### config.mk
export PLATFORM = sky130hd
export DESIGN_NAME = tpz_ctrl
export DESIGN_NICKNAME = d
export VERILOG_FILES = /design/src/tpz_pkg.sv /design/src/tpz_ctrl.sv
export SDC_FILE = /design/constraint.sdc
export NUM_CORES = 1
export LEC_CHECK = 0
export ABC_AREA = 1
export BUFFER_PORTS_ARGS = -buffer_cell sky130_fd_sc_hd__buf_2
export CORE_MARGIN = 8
export CORE_UTILIZATION = 47
export DETAILED_ROUTE_END_ITERATION = 10
export PLACE_DENSITY = 0.77
export SLEW_MARGIN = 20
export SYNTH_ARGS = -nofsm -noshare
export SYNTH_HDL_FRONTEND = slang
export SYNTH_SLANG_ARGS = --single-unit
### constraint.sdc
create_clock -name clk -period 3.1 [get_ports clk]
set_input_delay 0.465 -clock clk [delete_from_list [all_inputs] [get_ports clk]]
set_output_delay 0.465 -clock clk [all_outputs]
set_load 0.02 [all_outputs]
### src/tpz_pkg.sv
package tpz_pkg;

  localparam int SCREEN_ROWS_DEF = 50;
  localparam int SCREEN_COLS_DEF = 75;
  localparam int CENTER_COL = 37;
  localparam int CENTER_ROW = 15;
  localparam int ONE_Q14 = 16384;
  localparam int COL_SCALE = 156;
  localparam int ROW_SCALE = 72;
  localparam int DEN_SCALE = 100;
  localparam int SHADE_MAX = 11;

  localparam int MUL_A_W = 36;
  localparam int MUL_B_W = 17;
  localparam int PROD_W = MUL_A_W + MUL_B_W;
  localparam int DIV_N_W = 40;
  localparam int DIV_D_W = 33;
  localparam int Q_CUT = 10;

  localparam logic [DIV_N_W-1:0] INV_NUM = 40'h00_4000_0000;
  localparam logic [7:0] GLYPH_SPACE = 8'h20;

  typedef enum logic [1:0] {
    FN_CLEAR = 2'd0,
    FN_PLOT  = 2'd1,
    FN_READ  = 2'd2,
    FN_NOP   = 2'd3
  } fn_t;

  typedef enum logic [2:0] {
    CFG_MAJOR_RADIUS    = 3'd0,
    CFG_MINOR_RADIUS    = 3'd1,
    CFG_CAMERA_DISTANCE = 3'd2,
    CFG_OBJECT_DISTANCE = 3'd3,
    CFG_COS_YAW         = 3'd4,
    CFG_SIN_YAW         = 3'd5,
    CFG_COS_PITCH       = 3'd6,
    CFG_SIN_PITCH       = 3'd7
  } cfg_idx_t;

  typedef enum logic [4:0] {
    ST_TUBE, ST_RING, ST_Z, ST_X, ST_Y, ST_RX_A, ST_RX, ST_RZ_A, ST_RZ,
    ST_NX, ST_NY, ST_RY_A, ST_RY, ST_DEPTH_A, ST_DEPTH, ST_RNZ_A, ST_RNZ,
    ST_RRNY_A, ST_RRNY, ST_RRNZ_A, ST_RRNZ, ST_CAMX, ST_CAMY, ST_NUMC,
    ST_NUMR, ST_DEN
  } step_t;

  typedef enum logic [1:0] {
    DIV_COL,
    DIV_ROW,
    DIV_INV
  } div_sel_t;

  typedef enum logic [3:0] {
    S_INIT, S_IDLE, S_CLEAR, S_MATH, S_PROJ, S_DIV_COL, S_DIV_ROW,
    S_DIV_INV, S_LOOKUP, S_UPDATE, S_READ, S_DONE
  } state_t;

  typedef struct packed {
    logic     latch;
    logic     sweep;
    logic     step_en;
    step_t    step;
    logic     div_start;
    div_sel_t div_sel;
    logic     lookup;
    logic     update;
    logic     read_en;
    logic     res_load;
  } cmd_t;

  typedef struct packed {
    logic sweep_last;
    logic div_busy;
    logic depth_pos;
    logic on_screen;
    logic res_free;
  } sts_t;

  function automatic logic [7:0] shade_glyph(input logic [3:0] s);
    logic [7:0] g;
    unique case (s)
      4'd0:    g = 8'h2E;
      4'd1:    g = 8'h2C;
      4'd2:    g = 8'h2D;
      4'd3:    g = 8'h7E;
      4'd4:    g = 8'h3A;
      4'd5:    g = 8'h3B;
      4'd6:    g = 8'h3D;
      4'd7:    g = 8'h21;
      4'd8:    g = 8'h2A;
      4'd9:    g = 8'h23;
      4'd10:   g = 8'h24;
      4'd11:   g = 8'h40;
      default: g = GLYPH_SPACE;
    endcase
    return g;
  endfunction

endpackage

### src/tpz_ctrl.sv
module tpz_ctrl import tpz_pkg::*; (
  input  logic       clk,
  input  logic       rst,
  input  logic       in_valid,
  input  logic [1:0] in_func,
  output logic       in_stall,
  input  sts_t       sts,
  output cmd_t       cmd
);

  state_t state, state_next;
  step_t  step, step_next;

  always_ff @(posedge clk) begin
    if (rst) begin
      state <= S_INIT;
      step  <= ST_TUBE;
    end else begin
      state <= state_next;
      step  <= step_next;
    end
  end

  always_comb begin
    state_next = state;
    step_next  = step;
    cmd        = '0;
    cmd.step   = step;
    cmd.div_sel = DIV_COL;
    in_stall   = 1'b1;
    unique case (state)
      S_INIT: begin
        cmd.sweep = 1'b1;
        if (sts.sweep_last) state_next = S_IDLE;
      end
      S_IDLE: begin
        in_stall = 1'b0;
        if (in_valid) begin
          cmd.latch = 1'b1;
          unique case (fn_t'(in_func))
            FN_CLEAR: state_next = S_CLEAR;
            FN_PLOT:  state_next = S_MATH;
            FN_READ:  state_next = S_READ;
            FN_NOP:   state_next = S_DONE;
            default:  state_next = S_DONE;
          endcase
        end
      end
      S_CLEAR: begin
        cmd.sweep = 1'b1;
        if (sts.sweep_last) state_next = S_DONE;
      end
      S_MATH: begin
        cmd.step_en = 1'b1;
        if (step == ST_DEN) begin
          step_next  = ST_TUBE;
          state_next = S_PROJ;
        end else begin
          step_next = step_t'(step + 1'b1);
        end
      end
      S_PROJ: begin
        if (sts.depth_pos) begin
          cmd.div_start = 1'b1;
          cmd.div_sel   = DIV_COL;
          state_next    = S_DIV_COL;
        end else begin
          state_next = S_DONE;
        end
      end
      S_DIV_COL: begin
        if (!sts.div_busy) begin
          cmd.div_start = 1'b1;
          cmd.div_sel   = DIV_ROW;
          state_next    = S_DIV_ROW;
        end
      end
      S_DIV_ROW: begin
        if (!sts.div_busy) begin
          if (sts.on_screen) begin
            cmd.div_start = 1'b1;
            cmd.div_sel   = DIV_INV;
            state_next    = S_DIV_INV;
          end else begin
            state_next = S_DONE;
          end
        end
      end
      S_DIV_INV: begin
        if (!sts.div_busy) state_next = S_LOOKUP;
      end
      S_LOOKUP: begin
        cmd.lookup = 1'b1;
        state_next = S_UPDATE;
      end
      S_UPDATE: begin
        cmd.update = 1'b1;
        state_next = S_DONE;
      end
      S_READ: begin
        cmd.read_en = 1'b1;
        state_next  = S_DONE;
      end
      S_DONE: begin
        if (sts.res_free) begin
          cmd.res_load = 1'b1;
          state_next   = S_IDLE;
        end
      end
      default: state_next = S_INIT;
    endcase
  end

endmodule

==> Word level (Yosys, flattened, before mapping) <==
Index checks and enable logic that the tools add are counted.
{ "totals": {"input_bits": 10, "latch_bits": 0, "word_cells": 59, "n_memories": 0, "ramBits": 0, "reg_bits": 9, "romBits": 0, "output_inout_bits": 16} }
{ "op_classes": {"eq_ne": 23, "mux": 28, "magnitude_cmp": 0, "reduce_logical": 5, "bitwise": 0, "mul": 0, "n_addsub": 1, "n_div": 0, "n_shift": 0} }
{ "ops": {"columns": ["op", "count"], "rows": [
  ["$pmux 4 s11", 1],
  ["$mux 4", 10],
  ["$eq 4x3->1 const B", 4],
  ["$eq 4x4->1 const B", 4],
  ["$ne 2x2->1 const B", 8],
  ["$pmux 4 s4", 1],
  ["$mux 3", 4],
  ["$mux 1", 10],
  ["$pmux 3 s3", 1],
  ["$eq 4x2->1 const B", 2],
  ["$reduce_and 8->1", 1],
  ["$add 5x1->5 const B", 1],
  ["$eq 5x5->1 const B", 1],
  ["$mux 5", 1],
  ["$eq 2x2->1 const B", 2],
  ["$eq 4x1->1 const B", 1],
  ["$logic_not 4->1", 1],
  ["$reduce_or 2->1", 2],
  ["$eq 2x1->1 const B", 1],
  ["$logic_not 2->1", 1]
]} }

==> Logic depth before layout (Yosys ltp) <==
Gate-level depths: netlist (run 1).
{ "depth": {"depth_word": 4, "ltp_mapped": 9, "ltp_nobuf": 9} }

==> Worst setup path before layout (run 1) <==
No wires, ideal clock.
{ "synth_timing": {"kind": "flip-flop to output port", "from": "register state[0]", "to": "output cmd[14] (netlist bit)", "required_time_ps": 2635, "setup_slack_ps": 1476, "arrival_time_ps": 1159, "stages_incl_launch_ff": 5, "path_buffers": 0, "cell_sequence": "dfxtp_1 > inv_1 > nor2_2 > nand2_1 > nor2_1"} }
{ "synth_rtl": {"columns": ["element", "line_no", "text"], "rows": [
  ["from (decl)", "tpz_ctrl.sv:11", "state_t state, state_next;"],
  ["from (signal assigned)", "tpz_ctrl.sv:19", "state <= state_next;"],
  ["to (decl)", "tpz_ctrl.sv:8", "output cmd_t cmd"]
]} }

==> out/qor.yml, run 1 <==
peakVddDrop_mv: 0.416
grt_max_degree: 8
grt_pass1_wl_um: 2950
multi_input_area_um2: 425
clock.fmax_ghz: 0.498
crit_type: "flip-flop to output pin"
place_inst: 156
hp-class: "input port to flip-flop"
tritoncts: "done"
yosys.area.top_type_share_pct: 26.9
post_cts_buffers: 0
powerDensity_nw_per_um2: 671
die_h_um: 53.7
vias: 805
fin_crit_ns: 2.01
worstPathCellList: "inv_1 > nor2_2 > and2_1 > nand2_1 > o211ai_1 > buf_2"
grt_pass1_vias: 710
required_ns: 2.63
cts_buffers: 3
grt_usage_pct: 13.6
pwr-share-comb_pct: 54.3
yosysWarningCount: 0
crit_fanout: 6
fp.dieW_um: 53.7
power.leakage_nw: 0.461
grt_antenna_before_repair: 0
instances_no_fill: 160
io_buffers: 25
finClkSkew_ns: 0.00648
sw_frac_of_total_pct: 50.4
drtIter0Drc: 28
holdBufCountCts: 0
worst_path_max_delay_cell: "dfxtp_1"
fin_util_pct: 63.8
avgSynthCellArea_um2: 5.77
timing.hold.ws_ns: 0.449
regArea_um2: 180
nNetsFinal: 158
via_per_inst: 5.03
grt_util_met2_pct: 22.2
critical_path_arrival_ns: 1.54
yosys-top-cells-area: "dfxtp_1, nand2_1, nor2_1, inv_1, nand3_1"
dp_hpwl_um: 1520
syn-instance-count: 116
grt_busiest_layer: "met2"
max-cap-violations: 0
path_delay_family: "simple AND/OR/NAND/NOR gates"
drc: 0
ys_seq_area_share_pct: 26.9
p_sw_mw: 0.285
n_antenna_cell: 0
core_um2: 1320
final_antenna_net_count: 0
grt_use_met1_pct: 16.2
dpl-instance-area_um2: 813
clk_pin_slew_worst_paths_ns: 0.07
wirelength_um: 1800
dp_slack_ns: 1.42
synth_nets: 128
relSlewSlack_pct: 78.5
hold_viol_final: 0
design_power_total_mw: 0.565
grtUsageMet3_pct: 6.06
postLayoutSetupSlackWorst_ns: 1.09
yosys.area.top_type: "dfxtp_1"
clock_tree.htree_level_count: 1
yosysUniqueCellTypes: 21
die_area_um2: 2890
internal_power_mw: 0.280
ctsResizeCount: 0
overflow: 0
cts_sinks: 9
placementRows: 13
design_area_um2: 841
status: "finished, final reports clean"
max_stage_delay_ns: 0.39
setup_violations: 0
fin_tns_setup_ns: 0
clk_path_buf_depth: 2
seqPwrFrac_pct: 29.5
maxSlewViolCount: 0
yosys_register_bits: 9
worstMarginPinSlew_ns: 0.321
cts_root_buffer: "clkbuf_4"
insertion_delay_ns: 0.27
rsz0062_at_grt: "no"
n_fill_cell: 130
timing.final.crit_share_pct: 64.7
cp_num_buf_inv: 2
start_kind: "flip-flop"
io_pins: 26
syn_to_final_growth_pct: 25.6
start_util_pct: 50.8
drive_gt1_share_pct: 23.4
clock_power_share_pct: 16.2
drt-pass1-iter-count: 4
setup.worst_path.end_class: "output pin"
routabilityCongestion: 0.881
wl_per_cell_um: 11.3
syn-cell-area_um2: 669
-- routing by layer --
metal,up-vias,wire length [µm]
met3,2,138
met2,19,843
met5,-,0
met1,357,816
li1,427,-
met4,0,4
-- worst register-to-register path: stages (launching register included) --
cell and delay (ns):
dfxtp_1 0.42, ha_1 0.20, nand4_1 0.12, nand2_1 0.10, nand2_1 0.05, nor2_1 0.20
nand2_1 0.09, a21oi_1 0.13
-- final timing paths --
check,startpoint,endpoint,slack [ns],cells past startpoint
max,state[0]$_SDFFE_PP0P_,cmd[6],1.09,6
min,rst,step[1]$_SDFFE_PP0P_,0.45,2
max reg2reg,step[0]$_SDFFE_PP0P_,state[2]$_SDFFE_PP0P_,1.71,7
min reg2reg,state[0]$_SDFFE_PP0P_,state[0]$_SDFFE_PP0P_,0.53,2
-- synth_stat cells --
cell type and count:
inv_2 1, and2_1 1, o21bai_1 1, ha_1 2
dfxtp_1 9, nand4_1 1, a21oi_1 5, nor2_2 3
a211oi_1 1, nor3b_1 1, nand3b_1 1, inv_1 16
nor2_1 24, nor3_1 2, xnor2_1 2, o211ai_1 1
nand2_1 31, o22ai_1 1, nand2_2 1, nand3_1 10
o21ai_0 2
-- power by group through the flow --
stage               registers, mW  clock network, mW  logic, mW
detailed placement          0.168                  0      0.304
CTS                         0.166             0.0955      0.305
finish                      0.166             0.0913      0.307
global placement            0.166                  0      0.306
global route                0.170              0.103      0.346
floorplan                   0.164                  0      0.221
-- cells in the final DEF (no fill, tap or decap), drive strengths merged --
master / netlist / routed
nor3b: 1 / 1
and2: 1 / 1
nand3b: 1 / 1
o21ai: 2 / 2
ha: 2 / 2
dfxtp: 9 / 9
o21bai: 1 / 1
clkbuf: 0 / 3
nand2: 32 / 32
nor2: 27 / 27
xnor2: 2 / 2
inv: 17 / 17
buf: 0 / 25
a211oi: 1 / 1
clkinv: 0 / 1
nor3: 2 / 2
o211ai: 1 / 1
a21oi: 5 / 5
nand3: 10 / 10
o22ai: 1 / 1
nand4: 1 / 1
-- layout make-up --
class                      instances  share of cell area (%)
clock buffer                       3                    2.68
clock inverter                     1                   0.595
inverter                          17                    7.59
multi-input combinational         90                    50.6
sequential                         9                    21.4
tap                               15                    2.23
timing repair buffer              25                    14.9
-- cell families after synthesis --
| family | Yosys count | synth area share (%) |
|---|---|---|
| AND/OR/NAND/NOR | 75 | 47.7 |
| XOR/XNOR | 2 | 2.62 |
| adder cells (fa/ha/maj) | 2 | 3.74 |
| AO/OA/AOI/OAI | 11 | 9.53 |
| flip-flops | 9 | 26.9 |
| buffers and inverters | 17 | 9.53 |
-- sequential cells by signal, summed over array words and instances (netlist names) --
signal and flops:
step 5, state 4
(Power assumes the default switching activity.)
==> run 2, diff against run 1 <==
Settings changed: ABC_AREA 1 to 0, PLACE_DENSITY 0.77 to 0.76.
Clock period 3.1 ns to 2.1 ns, I/O delays scaled along.
==> run 2 against run 1 <==
Register-to-register slack lost 1.2 ns; hold slack worse by 0.17 ns; largest cell class unchanged; highest routed layer unchanged; via count decreased by 1.2%; combinational power is 76% higher; sequential cell count unchanged.
==> out/qor.yml, run 2 <==
nNetsFinal: 130  # was 158
setup_violations: 0  # unchanged
synthArstFlopShare_pct: 0  # unchanged
yosysMostFrequentCell: "dfxtp_1"  # was nand2_1
yosys.area.top_type: "dfxtp_1"  # unchanged
power.leakage_nw: 0.390  # was 0.461 nW
hp-class: "input port to flip-flop"  # unchanged
grt_usage_pct: 13.0  # was 13.6%
sw_frac_of_total_pct: 48.5  # was 50.4%
final_common_cell: "buf_2"  # was nand2_1
post_cts_buffers: 0  # unchanged
io_buffers: 25  # unchanged
critical_path_arrival_ns: 1.58  # was 1.54 ns
finClkSkew_ns: 0.00710  # was 0.00648 ns
drtIter0Drc: 12  # was 28
top_register: "step"  # unchanged
clock.fmax_ghz: 0.528
fin_crit_ns: 1.89
grt_pass1_vias: 787  # was 710
yosys-top-cells-area: "dfxtp_1, nor3_1, nand2_1, xor2_1, ha_1"  # was dfxtp_1, nand2_1, nor2_1, inv_1, nand3_1
maxSlewViolCount: 0  # unchanged
via_per_inst: 5.98  # was 5.03
drive_gt1_share_pct: 31.6  # was 23.4%
wl_per_cell_um: 14.6  # was 11.3 µm
vias: 795  # was 805
yosysWarningCount: 0  # unchanged
timing.hold.ws_ns: 0.275  # was 0.449 ns
die_area_um2: 3060  # was 2890 µm²
reg2reg_to: "step[3]$_SDFFE_PP0P_"  # was state[2]$_SDFFE_PP0P_
clock_tree.htree_level_count: 1  # unchanged
design_area_um2: 872  # was 841 µm²
die_h_um: 55.3  # was 53.7 µm
fin_tns_setup_ns: 0  # unchanged
holdBufCountCts: 0  # unchanged
rsz0062_at_grt: "no"  # unchanged
r2r_slack_ns: 0.48  # was 1.71 ns
grt_pass1_wl_um: 3480  # was 2950 µm
seqPwrFrac_pct: 30.2  # was 29.5%
status: "finished, final reports clean"  # unchanged
postLayoutSetupSlackWorst_ns: 0.206  # was 1.09 ns
synthTopCellsByCount: "dfxtp_1, nand2_1, nor2_1, nor3_1, inv_1"  # was nand2_1, nor2_1, inv_1, nand3_1, dfxtp_1
clock_power_share_pct: 14.0  # was 16.2%
ys_seq_area_share_pct: 24.8  # was 26.9%
required_ns: 1.78  # was 2.63 ns
yosys.area.top_type_share_pct: 24.8  # was 26.9%
synth_edf_count: 0  # unchanged
grtUsageMet3_pct: 3.65  # was 6.06%
ys.flop_type: "dfxtp_1"  # unchanged
peakVddDrop_mv: 0.738  # was 0.416 mV
worst_path_max_delay_cell: "dfxtp_1"  # unchanged
cts_buffers: 3  # unchanged
wirelength_um: 1940  # was 1800 µm
grt_antenna_before_repair: 0  # unchanged
syn-instance-count: 93  # was 116
start_util_pct: 49.4  # was 50.8%
clk_path_buf_depth: 2  # unchanged
ctsResizeCount: 0  # unchanged
insertion_delay_ns: 0.26  # was 0.27 ns
routabilityCongestion: 0.827  # was 0.881
layout_common_cells: "buf_2, dfxtp_1, nand2_1"  # was nand2_1, buf_2, nor2_1
crit_fanout: 10  # was 6
grt_busiest_layer: "met2"  # unchanged
avgSynthCellArea_um2: 7.82  # was 5.77 µm²
n_fill_cell: 148  # was 130
crit_type: "flip-flop to output pin"  # unchanged
core_um2: 1470  # was 1320 µm²
grt_max_degree: 21  # was 8
internal_power_mw: 0.499  # was 0.280 mW
reg2reg_from: "state[0]$_SDFFE_PP0P_"  # was step[0]$_SDFFE_PP0P_
yosysUniqueCellTypes: 47  # was 21
clk_pin_slew_worst_paths_ns: 0.07  # about the same
worstPathCellList: "buf_4 > nor4bb_1 > buf_4 > buf_2"  # was inv_1 > nor2_2 > and2_1 > nand2_1 > o211ai_1 > buf_2
syn_to_final_growth_pct: 20.0  # was 25.6%
drc: 0  # unchanged
dpl-instance-area_um2: 846  # was 813 µm²
crit_path_end: "cmd[12]"  # was cmd[6]
tritoncts: "done"  # unchanged
relSlewSlack_pct: 59.3  # was 78.5%
placementRows: 14  # was 13
max-cap-violations: 0  # unchanged
fp.dieW_um: 55.3  # was 53.7 µm
grt_util_met2_pct: 22.8  # was 22.2%
worstMarginPinSlew_ns: 0.603  # was 0.321 ns
n_antenna_cell: 0  # unchanged
setup.worst_path.end_class: "output pin"  # unchanged
yosys_register_bits: 9  # unchanged
final_antenna_net_count: 0  # unchanged
path_common_cell: "buf_4"
overflow: 0  # unchanged
max_stage_delay_ns: 0.48  # was 0.39 ns
p_sw_mw: 0.471  # was 0.285 mW
timing.final.crit_share_pct: 90.2
synth_nets: 105  # was 128
cts_root_buffer: "clkbuf_4"  # unchanged
largestRegisters: "step: 5 flops, state: 4 flops"  # unchanged
dp_hpwl_um: 1520  # about the same
fin_util_pct: 59.3  # was 63.8%
dp_slack_ns: 0.487  # was 1.42 ns
start_kind: "flip-flop"  # unchanged
crit_start: "state[0]$_SDFFE_PP0P_"  # unchanged
drt-pass1-iter-count: 4  # unchanged
hold_viol_final: 0  # unchanged
pwr-share-comb_pct: 55.8  # was 54.3%
cts_sinks: 9  # unchanged
io_pins: 26  # unchanged
multi_input_area_um2: 479  # was 425 µm²
grt_use_met1_pct: 14.5  # was 16.2%
largest_reg_flops: 5  # unchanged
syn-cell-area_um2: 727  # was 669 µm²
r2r.worst_path.cells: 4  # was 7
regArea_um2: 180  # unchanged
powerDensity_nw_per_um2: 1110  # was 671 nW/µm²
## run 2: stage by stage
step | instances | power [mW]
floorplan | 93 | 0.703
global placement | 129 | 0.821
finish | 133 | 0.970
global route | 133 | 1.05
CTS | 133 | 0.970
detailed placement | 129 | 0.832
## run 2: area by class of cell
class / instances / share of cell area (%)
Multi-Input combinational cell: 71 / 54.9
Sequential cell: 9 / 20.7
Timing Repair Buffer: 28 / 16.9
Clock buffer: 4 / 3.01
Tap cell: 16 / 2.30
Inverter: 5 / 2.15
## run 2: cells by family (layout without fill, tap and decap cells)
logic type / after synthesis / after routing / share of synthesized area [%]
multiplexers: 2 / 2 / 2.93
flip-flops: 9 / 9 / 24.8
adder cells (fa/ha/maj): 2 / 2 / 3.44
AO/OA/AOI/OAI: 22 / 22 / 23.1
buffers and inverters: 13 / 37 / 9.29
XOR/XNOR: 3 / 3 / 3.62
AND/OR/NAND/NOR: 42 / 42 / 32.9
## run 2: power groups by stage
stage | Sequential [mW] | Clock [mW] | Combinational, mW
after floorplan | 0.234 | 0 | 0.469
final | 0.293 | 0.136 | 0.541
after global routing | 0.304 | 0.151 | 0.598
after detailed placement | 0.292 | 0 | 0.540
after CTS | 0.288 | 0.139 | 0.542
after global placement | 0.291 | 0 | 0.530
## run 2: per-layer routing
metal  vias to the layer above  wire, µm  share of wire [%]
met5                         -         0                  0
met4                         0        23                1.2
met3                         4        84                4.3
met2                        19      1020                 52
met1                       380       816                 42
li1                        392         -                  -
## run 2: worst min-delay path by stage
stage	slack [ns]	to	cells past startpoint	from
2_1_floorplan	0.38	step[0]$_SDFFE_PP0P_	1	rst
3_3_place_gp	0.53	step[4]$_SDFFE_PP0P_	2	step[4]$_SDFFE_PP0P_
3_5_place_dp	0.54	step[4]$_SDFFE_PP0P_	2	step[4]$_SDFFE_PP0P_
4_1_cts	0.28	step[0]$_SDFFE_PP0P_	2	rst
5_1_grt	0.28	step[0]$_SDFFE_PP0P_	2	rst
6_report	0.28	step[0]$_SDFFE_PP0P_	2	rst
## run 2: worst max-delay path, delay by kind of cell, from the launching register on
| kind | cells | cell delay [ns] |
|---|---|---|
| buf+inv | 3 | 0.60 |
| simple gates | 1 | 0.23 |
| flops | 1 | 0.48 |
==> run 3, diff against run 2 <==
Settings changed: RECOVER_POWER set to 100.
==> run 3 against run 2 <==
Sequential share of layout area grew 0.58 points; core utilization shrank 1.6 points; worst setup slack gained 0.0064 ns; power down 2.2%; largest cell class unchanged.
==> out/qor.yml, run 3 (same netlist as run 2, synthesis figures left out) <==
final_common_cell: "clkbuf_1"  # was buf_2
routabilityCongestion: 0.827  # unchanged
timing.hold.ws_ns: 0.280  # was 0.275 ns
p_sw_mw: 0.466  # was 0.471 mW
final_antenna_net_count: 0  # unchanged
n_antenna_cell: 0  # unchanged
seqPwrFrac_pct: 30.8  # was 30.2%
drt-pass1-iter-count: 4  # unchanged
max-cap-violations: 0  # unchanged
drive_gt1_share_pct: 18.8  # was 31.6%
powerDensity_nw_per_um2: 1120  # was 1110 nW/µm²
io_buffers: 25  # unchanged
r2r_slack_ns: 0.38  # was 0.48 ns
peakVddDrop_mv: 0.723  # was 0.738 mV
ctsResizeCount: 0  # unchanged
largestRegisters: "step: 5 flops, state: 4 flops"  # unchanged
placementRows: 14  # unchanged
grt_pass1_wl_um: 3480  # unchanged
sw_frac_of_total_pct: 49.2  # was 48.5%
hold_viol_final: 0  # unchanged
clk_path_buf_depth: 2  # unchanged
wirelength_um: 1930  # was 1940 µm
vias: 793  # was 795
setup.worst_path.end_class: "output pin"  # unchanged
clock.fmax_ghz: 0.530  # was 0.528 GHz
crit_type: "flip-flop to output pin"  # unchanged
holdPathEnd: "step[0]$_SDFFE_PP0P_"  # unchanged
min_delay_path_depth: 2  # unchanged
top_register: "step"  # unchanged
nNetsFinal: 130  # unchanged
clk_pin_slew_worst_paths_ns: 0.07  # about the same
grt_max_degree: 21  # unchanged
start_kind: "flip-flop"  # unchanged
dp_hpwl_um: 1520  # unchanged
reg2reg_to: "state[3]$_SDFFE_PP0P_"  # was step[3]$_SDFFE_PP0P_
fp.dieW_um: 55.3  # unchanged
pwr-share-comb_pct: 54.9  # was 55.8%
die_h_um: 55.3  # unchanged
finClkSkew_ns: 0.00714  # was 0.00710 ns
fin_crit_ns: 1.89  # about the same
largest_reg_flops: 5  # unchanged
internal_power_mw: 0.482  # was 0.499 mW
cts_sinks: 9  # unchanged
reg2reg_from: "state[2]$_SDFFE_PP0P_"  # was state[0]$_SDFFE_PP0P_
postLayoutSetupSlackWorst_ns: 0.212  # was 0.206 ns
holdBufCountCts: 0  # unchanged
wl_per_cell_um: 14.5  # was 14.6 µm
relSlewSlack_pct: 59.4  # was 59.3%
critical_path_arrival_ns: 1.57  # was 1.58 ns
crit_fanout: 10  # unchanged
drc: 0  # unchanged
die_area_um2: 3060  # unchanged
via_per_inst: 5.96  # was 5.98
rsz0062_at_grt: "no"  # unchanged
tritoncts: "done"  # unchanged
status: "finished, final reports clean"  # unchanged
clock_tree.htree_level_count: 1  # unchanged
clock_power_share_pct: 14.3  # was 14.0%
fin_tns_setup_ns: 0  # unchanged
setup_violations: 0  # unchanged
grt_antenna_before_repair: 0  # unchanged
start_util_pct: 49.4  # unchanged
min-delay-start: "rst"  # unchanged
drtIter0Drc: 27  # was 12
design_power_total_mw: 0.949  # was 0.970 mW
dp_slack_ns: 0.487  # unchanged
insertion_delay_ns: 0.26  # about the same
cts_buffers: 3  # unchanged
syn_to_final_growth_pct: 16.7  # was 20.0%
io_pins: 26  # unchanged
cts_root_buffer: "clkbuf_4"  # unchanged
timing.final.crit_share_pct: 89.9  # was 90.2%
core_um2: 1470  # unchanged
r2r.worst_path.cells: 4  # unchanged
hp-class: "input port to flip-flop"  # unchanged
layout_common_cells: "clkbuf_1, buf_2, dfxtp_1"  # was buf_2, dfxtp_1, nand2_1
worstMarginPinSlew_ns: 0.601  # was 0.603 ns
required_ns: 1.78  # about the same
grt_pass1_vias: 787  # unchanged
post_cts_buffers: 0  # unchanged
maxSlewViolCount: 0  # unchanged
power.leakage_nw: 0.329  # was 0.390 nW
overflow: 0  # unchanged
grt_usage_pct: 13.0  # unchanged
==> run 3: cell types whose count changed in the layout (fill, tap and decap cells not counted), sizes merged <==
cell	change
buf	-15
clkbuf	+15
==> run 3: area by class of cell <==
cell class	count	area (µm²)
fillers	161	623
multi-input cells	71	473
flip-flops and latches	9	180
repair buffers	28	130
clock buffers	4	26.3
well taps	16	20.0
inverters	5	18.8
==> run 3: per-layer routing <==
layer  GRT usage, %  vias to the layer above  part of all wire [%]
met4           4.23                        0                   1.2
li1               -                      396                     -
met5              0                        -                     0
met3           3.65                        4                   4.3
met1           14.5                      375                    42
met2           22.8                       18                    53
==> run 3: worst max-delay path by stage <==
stage / from / endpoint / slack, ns / depth (start not counted)
3_5_place_dp: state[0]$_SDFFE_PP0P_ / step[3]$_SDFFE_PP0P_ / 0.49 / 4
2_1_floorplan: state[2]$_SDFFE_PP0P_ / cmd[5] / 0.34 / 3
5_1_grt: state[1]$_SDFFE_PP0P_ / cmd[6] / 0.09 / 6
4_1_cts: state[0]$_SDFFE_PP0P_ / cmd[12] / 0.21 / 4
6_report: state[0]$_SDFFE_PP0P_ / cmd[12] / 0.21 / 4
3_3_place_gp: state[0]$_SDFFE_PP0P_ / step[3]$_SDFFE_PP0P_ / 0.53 / 4
==> run 3: power by group through the flow <==
stage	Sequential [mW]	Clock (mW)	Combinational, mW
after CTS	0.288	0.139	0.542
after floorplan	0.234	0	0.469
after global routing	0.304	0.151	0.578
final	0.292	0.136	0.520
after global placement	0.291	0	0.530
after detailed placement	0.292	0	0.540
==> run 3: stage by stage <==
stage	instances	cell area (µm²)	util [%]
2_1_floorplan	93	727	-
3_3_place_gp	129	846	57.5
3_5_place_dp	129	846	57.5
4_1_cts	133	872	59.3
5_1_grt	133	848	57.7
6_report	133	848	57.7
==> run 3: worst max-delay path: stages, from the launching register on <==
cell and delay (ns):
dfxtp_1 0.48, buf_4 0.22, nor4bb_1 0.23, buf_4 0.21, clkbuf_2 0.18
